**config.mk**
```make
export PLATFORM = sky130hd
export DESIGN_NAME = ppp_screen
export DESIGN_NICKNAME = d
export VERILOG_FILES = /design/src/rtl/core/ppp_pkg.sv /design/src/rtl/core/ppp_screen.sv
export SDC_FILE = /design/constraint.sdc
export NUM_CORES = 2
export LEC_CHECK = 0
export ABC_AREA = 0
export BUFFER_PORTS_ARGS = -buffer_cell sky130_fd_sc_hd__buf_2
export CAP_MARGIN = 20
export CORE_ASPECT_RATIO = 0.8
export CORE_MARGIN = 2
export CORE_UTILIZATION = 30
export DETAILED_ROUTE_END_ITERATION = 6
export SYNTH_ARGS = -nofsm -noshare
export SYNTH_HDL_FRONTEND = slang
export SYNTH_SLANG_ARGS = --single-unit
export TNS_END_PERCENT = 100
```
**constraint.sdc**
```tcl
create_clock -name clk_i -period 7.7 [get_ports clk_i]
set_clock_uncertainty 0.05 [all_clocks]
set_input_delay 0.77 -clock clk_i [delete_from_list [all_inputs] [get_ports clk_i]]
set_output_delay 0.77 -clock clk_i [all_outputs]
set_load 0.02 [all_outputs]
```
**src/rtl/core/ppp_pkg.sv**
```systemverilog
// Shared constants and types for the perspective point projection block.
`timescale 1ns / 1ps
package ppp_pkg;

  localparam int QUO_W   = 41;
  localparam int NDC_LOG = 40;
  localparam int IDX_W   = 8;

  localparam logic [13:0] WIDTH_RST  = 14'd1920;
  localparam logic [13:0] HEIGHT_RST = 14'd1080;

  typedef enum logic [IDX_W-1:0] {
    REG_ROW_X_FIRST  = 8'd0,
    REG_ROW_X_SECOND = 8'd1,
    REG_ROW_Y_FIRST  = 8'd2,
    REG_ROW_Y_SECOND = 8'd3,
    REG_ROW_W_FIRST  = 8'd4,
    REG_ROW_W_SECOND = 8'd5,
    REG_WIDTH        = 8'd6,
    REG_HEIGHT       = 8'd7
  } reg_idx_e;

endpackage

```
**src/rtl/core/ppp_screen.sv**
```systemverilog
// Viewport mapping: limit, sign, scale, offset and saturate over three stages.
`timescale 1ns / 1ps
module ppp_screen
  import ppp_pkg::*;
#(
  parameter int FRAC_BITS = 16
) (
  input  logic               clk_i,
  input  logic               en_i,
  input  logic               vis_i,
  input  logic [QUO_W-1:0]   qx_i,
  input  logic               ovfx_i,
  input  logic               negx_i,
  input  logic [QUO_W-1:0]   qy_i,
  input  logic               ovfy_i,
  input  logic               negy_i,
  input  logic [12:0]        hw_i,
  input  logic [12:0]        hh_i,
  output logic               vis_o,
  output logic signed [31:0] sx_o,
  output logic signed [31:0] sy_o
);
  localparam int NW = QUO_W + 1;
  localparam int SW = QUO_W + 17;
  localparam logic [QUO_W-1:0] LIMIT = QUO_W'(1) << NDC_LOG;

  logic [QUO_W-1:0]     magx, magy;
  logic signed [NW-1:0] ndcx_d, ndcy_d, ndcx_q, ndcy_q;
  logic signed [14:0]   mx, my;
  logic signed [SW-1:0] px_q, py_q, sx_d, sy_d;
  logic                 vis1_q, vis2_q, vis_q;
  logic signed [31:0]   sx_q, sy_q;

  assign magx   = (ovfx_i || qx_i > LIMIT) ? LIMIT : qx_i;
  assign magy   = (ovfy_i || qy_i > LIMIT) ? LIMIT : qy_i;
  assign ndcx_d = negx_i ? -$signed({1'b0, magx}) : $signed({1'b0, magx});
  assign ndcy_d = negy_i ? -$signed({1'b0, magy}) : $signed({1'b0, magy});
  assign mx     = $signed({1'b0, 14'({1'b0, hw_i}) + 14'd1});
  assign my     = 15'sd1 - $signed({2'b00, hh_i});
  assign sx_d   = px_q + (SW'(hw_i) << FRAC_BITS);
  assign sy_d   = py_q + (SW'(hh_i) << FRAC_BITS);

  function automatic logic signed [31:0] sat32(input logic signed [SW-1:0] v);
    logic hi_same;
    hi_same = (v[SW-1:31] == '0) || (v[SW-1:31] == '1);
    if (hi_same) return v[31:0];
    return v[SW-1] ? 32'sh8000_0000 : 32'sh7fff_ffff;
  endfunction

  always_ff @(posedge clk_i) begin
    if (en_i) begin
      ndcx_q <= ndcx_d;
      ndcy_q <= ndcy_d;
      vis1_q <= vis_i;
      px_q   <= SW'(ndcx_q) * SW'(mx);
      py_q   <= SW'(ndcy_q) * SW'(my);
      vis2_q <= vis1_q;
      vis_q  <= vis2_q;
      sx_q   <= vis2_q ? sat32(sx_d) : '0;
      sy_q   <= vis2_q ? sat32(sy_d) : '0;
    end
  end

  assign vis_o = vis_q;
  assign sx_o  = sx_q;
  assign sy_o  = sy_q;
endmodule

```
## After elaboration in Yosys (flattened, before gate mapping)

Index checks and enable logic that the tools add are counted.

| storage, ports and cells | value |
|---|---|
| bits in registers | 267 |
| bits of input ports | 115 |

| operators by class | value |
|---|---|
| add/sub/neg operators | 6 |
| multipliers | 2 |
| magnitude comparators | 2 |
| eq/ne operators | 2 |
| multiplexer cells | 14 |
| reductions and logical operators | 6 |

Operators with widths:

| kind | number |
|---|---|
| 32-bit two-way mux | 6 |
| 41-bit two-way mux | 4 |
| 58-bit by 29-bit adder with 58-bit output | 2 |
| 41-bit negation with 42-bit output | 2 |
| 41-bit greater-than comparator, second input constant | 2 |
| 42-bit by 15-bit multiplier with 57-bit output | 1 |
| 42-bit by 14-bit multiplier with 56-bit output | 1 |
| 27-bit equality test, second input constant | 2 |
| 27-bit zero test | 2 |
| 13-bit by 1-bit adder with 14-bit output, second input constant | 1 |
| 1-bit by 13-bit subtractor with 14-bit output, first input constant | 1 |
| 1-bit logical OR | 4 |
| 1-bit two-way mux | 4 |

## Longest topological paths before layout

| depth | value |
|---|---|
| depth after elaboration | 6 |
| gate-level depth with buffers | 33 |

## Worst setup path before layout

OpenSTA, ideal clock, no wires.

| timing | value |
|---|---|
| path type | input-to-reg |
| start point | in hw_i[0] |
| end point | reg px_q[53], data pin |
| data arrival time | 7.916 ns |
| required time | 7.391 ns |
| path slack | -0.525 ns |
| cell stages on the path | 30 |
| path buffers | 2 |
| cells stage by stage | ha_1 -> nand2_1 -> nor2_1 -> nand4_1 -> nor2_1 -> xor2_1 -> clkbuf_1 -> nand2_1 -> fa_1 -> fa_1 -> fa_1 -> inv_1 -> fa_1 -> fa_1 -> inv_1 -> fa_1 -> inv_1 -> ha_1 -> clkbuf_1 -> a211oi_1 -> o21ai_0 -> or4_1 -> o211ai_1 -> a211oi_1 -> a2111oi_0 -> nor3_1 -> and4_1 -> or3_1 -> a21oi_1 -> xnor2_1 |

| between the ends | value |
|---|---|
| cells in the longest elaborated chain, start to end | 2 |

Ends and longest elaborated chain:

| item | line | text |
|---|---|---|
| start: declaration | ppp_screen.sv:17 | `input logic [12:0] hw_i,` |
| 13-bit by 1-bit adder with 14-bit output | ppp_screen.sv:38 | `assign mx = $signed({1'b0, 14'({1'b0, hw_i}) + 14'd1});` |
| 42-bit by 15-bit multiplier with 57-bit output | ppp_screen.sv:55 | `px_q <= SW'(ndcx_q) * SW'(mx);` |
| end signal: assignment | ppp_screen.sv:55 |  |
| end: declaration | ppp_screen.sv:30 | `logic signed [SW-1:0] px_q, py_q, sx_d, sy_d;` |

No other way between the ends.
A chain may end at the register's enable or synchronous reset.

## Worst setup path in the final report

| timing | value |
|---|---|
| start point | in hh_i[4] |
| end point | reg py_q[52], data pin |

| between the ends | value |
|---|---|
| cells in the longest elaborated chain, start to end | 2 |

Ends and longest elaborated chain:

| item | line | text |
|---|---|---|
| start: declaration | ppp_screen.sv:18 | `input logic [12:0] hh_i,` |
| 1-bit by 13-bit subtractor with 14-bit output | ppp_screen.sv:39 | `assign my = 15'sd1 - $signed({2'b00, hh_i});` |
| 42-bit by 14-bit multiplier with 56-bit output | ppp_screen.sv:56 | `py_q <= SW'(ndcy_q) * SW'(my);` |
| end signal: assignment | ppp_screen.sv:56 |  |
| end: declaration | ppp_screen.sv:30 |  |

No other way between the ends.

==> impl_metrics.env <==
export IMPL_outcome="finished with violations"
export IMPL_violations="negative setup slack"
export IMPL_critPathRequiredTime_ps=7990
export IMPL_r2r_start="ndcy_q[9]$_DFFE_PP_"
export IMPL_path_class="in -> reg"
export IMPL_drive_above_1_share_pct=16.1
export IMPL_grt_pass1_vias=44000
export IMPL_placementRows=138
export IMPL_postSynthAreaPerCell_sq_um=9.25
export IMPL_cts_buffer_depth=3
export IMPL_crit_arrival_ps=8060
export IMPL_synth_nets=7237
export IMPL_synthMuxAreaShare_pct=0.194
export IMPL_wl_per_cell_um=17.2
export IMPL_start_kind="input pin"
export IMPL_tightest_slew_ps=925
export IMPL_drc_errors=0
export IMPL_critical_path_max_stage_delay_ps=570
export IMPL_synthArstFlopShare_pct=0
export IMPL_gp_congestion=0.878
export IMPL_synth_simple_area_share_pct=17.3
export IMPL_worstPathMaxFanout=8
export IMPL_ys_warn_count=0
export IMPL_critPathSlowestCell="fa_1"
export IMPL_yosys_register_bits=264
export IMPL_min_path_cells=1
export IMPL_setup_worst_path_end="py_q[52]$_DFFE_PP_"
export IMPL_cts_made_buffers=34
export IMPL_drt_iter0_drc=3012
export IMPL_dr_pass1_iters=5
export IMPL_globalRouteOverflowTotal=0
export IMPL_final_cell_mix="inv_1 (1068), fa_1 (1035), nand2_1 (895)"
export IMPL_r2r_end="py_q[52]$_DFFE_PP_"
export IMPL_die_width_um=476
export IMPL_cp_startpoint="hh_i[4]"
export IMPL_synth_top_family_by_area="adder cells"
export IMPL_dpl_hpwl_mm=118
export IMPL_synth_edf_count=264
export IMPL_synth_cells=5779
export IMPL_start_util_pct=30.2
export IMPL_syn2layout_area_growth_pct=19.1
export IMPL_cts_root_buf="clkbuf_16"
export IMPL_r2r_slack_ps=380
export IMPL_nFillCells=17800
export IMPL_finalCriticalPeriod_ps=7770
export IMPL_slew_violations=0
export IMPL_hold_viol_final=0
export IMPL_wirelength_mm=149
export IMPL_reg2reg_depth=25
export IMPL_grt_pass1_wl_mm=237
export IMPL_setup_ws_ps=-66.1
export IMPL_synth_compound_area_share_pct=8.18
export IMPL_hold_buffers=0
export IMPL_grt_antenna_before_repair=6
export IMPL_die_y_um=381
export IMPL_slew_headroom_pct=38.3
export IMPL_clk_pin_slew_worst_paths_ps=60
export IMPL_netlist_area_sq_mm=0.0534
export IMPL_finalSetupViolations=4
export IMPL_synth_xor_area_share_pct=3.51
export IMPL_ioPinCount=180
export IMPL_max_cap_violations=0
export IMPL_rsz0062_at_grt="yes"
export IMPL_numPortBuffers=179
export IMPL_grt_max_degree=127
export IMPL_track_usage_pct=16.3
export IMPL_cp_end_kind="flop"
export IMPL_viasPerCell=4.80
export IMPL_fin_setup_tns_ps=-140
export IMPL_synthAdderAreaFrac_pct=46.4
export IMPL_cts_tree="done"
export IMPL_ys_seq_area_share_pct=14.8
export IMPL_synthFlopType="edfxtp_1"
export IMPL_finalCritPeriodShare_pct=101
export IMPL_vias=41600
export IMPL_insertion_delay_ps=590
export IMPL_min_path_type="in -> reg"
export IMPL_fp_dieArea_sq_mm=0.182
export IMPL_fin_nets=7719
export IMPL_htreeDepth=2
export IMPL_ant_nets=0
export IMPL_max_freq_ghz=0.129
export IMPL_coreArea_sq_mm=0.177
export IMPL_synth_cell_type_count=87
export IMPL_layout_commonest_cell="inv_1"
export IMPL_clock_sinks=264
-- stage by stage --
stage / setup slack, ps / instance area (sq um) / hold slack [ps] / util, % / std cells
2_1_floorplan: -5.20 / 53700 / 350 / - / 5779
3_3_place_gp: -1030 / 60700 / 354 / 34.3 / 8550
3_5_place_dp: -1060 / 60700 / 361 / 34.3 / 8551
4_1_cts: -12.7 / 62100 / 249 / 35.1 / 8619
5_1_grt: -243 / 63600 / 284 / 36.0 / 8668
6_report: -66.1 / 63600 / 305 / 36.0 / 8668
-- per-layer routing --
| layer | global-route usage, % | wire length, um |
|---|---|---|
| met1 | 22.9 | 67700 |
| met2 | 25.6 | 65700 |
| met3 | 3.02 | 11400 |
| met4 | 4.64 | 3910 |
| met5 | 0 | 0 |
-- sequential cells by signal, indices dropped and copies added, names as in the netlist --
name    flops
vis1_q      1
vis2_q      1
sy_o       32
ndcx_q     42
ndcy_q     42
vis_o       1
sx_o       32
px_q       57
py_q       56
-- what timing repair did --
action                                 CTS  global route
pin swaps                               21           125
setup endpoints to repair               13            29
gates resized for setup                 55           195
cloned                                   3            12
endpoints found under the hold margin    0             0
buffers inserted                         7            38
-- worst max-delay path, delay by kind of cell --
family | cells | cell delay, ps
compound gates | 5 | 900
simple gates | 9 | 1400
buf+inv | 10 | 1260
fa+ha+maj | 7 | 3360
xor+xnor | 2 | 340
-- synthesized netlist by cell type, drive strengths merged (5+ instances only) --
library cell	instances	area (sq um)
nor2	213	800
nand4	37	231
and4	6	52.6
xor2	81	709
and3	28	175
o21a	26	195
xnor2	133	1160
buf	21	113
nor2b	131	820
a211o	8	71.3
o2111a	5	56.3
o2111ai	7	61.3
o41ai	12	124
o311ai	28	245
nor4b	5	43.8
o211ai	19	148
inv	1080	4050
a211oi	26	213
o21bai	14	105
a21o	88	676
nor4	12	75.1
a31oi	14	87.6
nand3	105	526
fa	1063	21300
edfxtp	264	7930
ha	280	3500
or4	11	97.6
o21ai	133	677
a2111oi	11	96.3
clkbuf	257	965
mux2i	7	70.1
and2	325	2030
a21oi	159	807
nor3	61	310
o31ai	17	128
or3	29	181
nand2b	41	257
a21boi	8	60.1
a31o	8	70.1
or2	10	62.6
nand2	914	3440
o22ai	6	37.5
o31a	11	97.6
a311oi	6	52.6
-- how the worst min path moves through the flow --
stage / from / endpoint
floorplan: vis1_q$_DFFE_PP_ / vis2_q$_DFFE_PP_
global placement: vis1_q$_DFFE_PP_ / vis2_q$_DFFE_PP_
detailed placement: vis1_q$_DFFE_PP_ / vis2_q$_DFFE_PP_
CTS: vis_i / vis1_q$_DFFE_PP_
global route: vis_i / vis1_q$_DFFE_PP_
finish: vis_i / vis1_q$_DFFE_PP_
-- cell families after synthesis --
group	after synthesis
multiplexers	10
XOR/XNOR	214
buffers and inverters	1359
AND/OR/NAND/NOR	1943
adder cells (fa/ha/maj)	1344
flip-flops	264
AO/OA/AOI/OAI	645
-- final cells by class --
cell class / instances / area (sq um) / share of cell area, %
clock inverters: 21 / 208 / 0.326
inverters: 1081 / 4060 / 6.38
multi-input cells: 4157 / 41700 / 65.6
flip-flops and latches: 264 / 7930 / 12.5
repair buffers: 723 / 5850 / 9.19
diodes: 4 / 10.0 / 0.0157
clock buffers: 38 / 887 / 1.39
well taps: 2380 / 2980 / 4.68
Power is left out: the tool's default activity adds up to more than one toggle a clock period on the data nets, which glitch-free logic cannot reach.
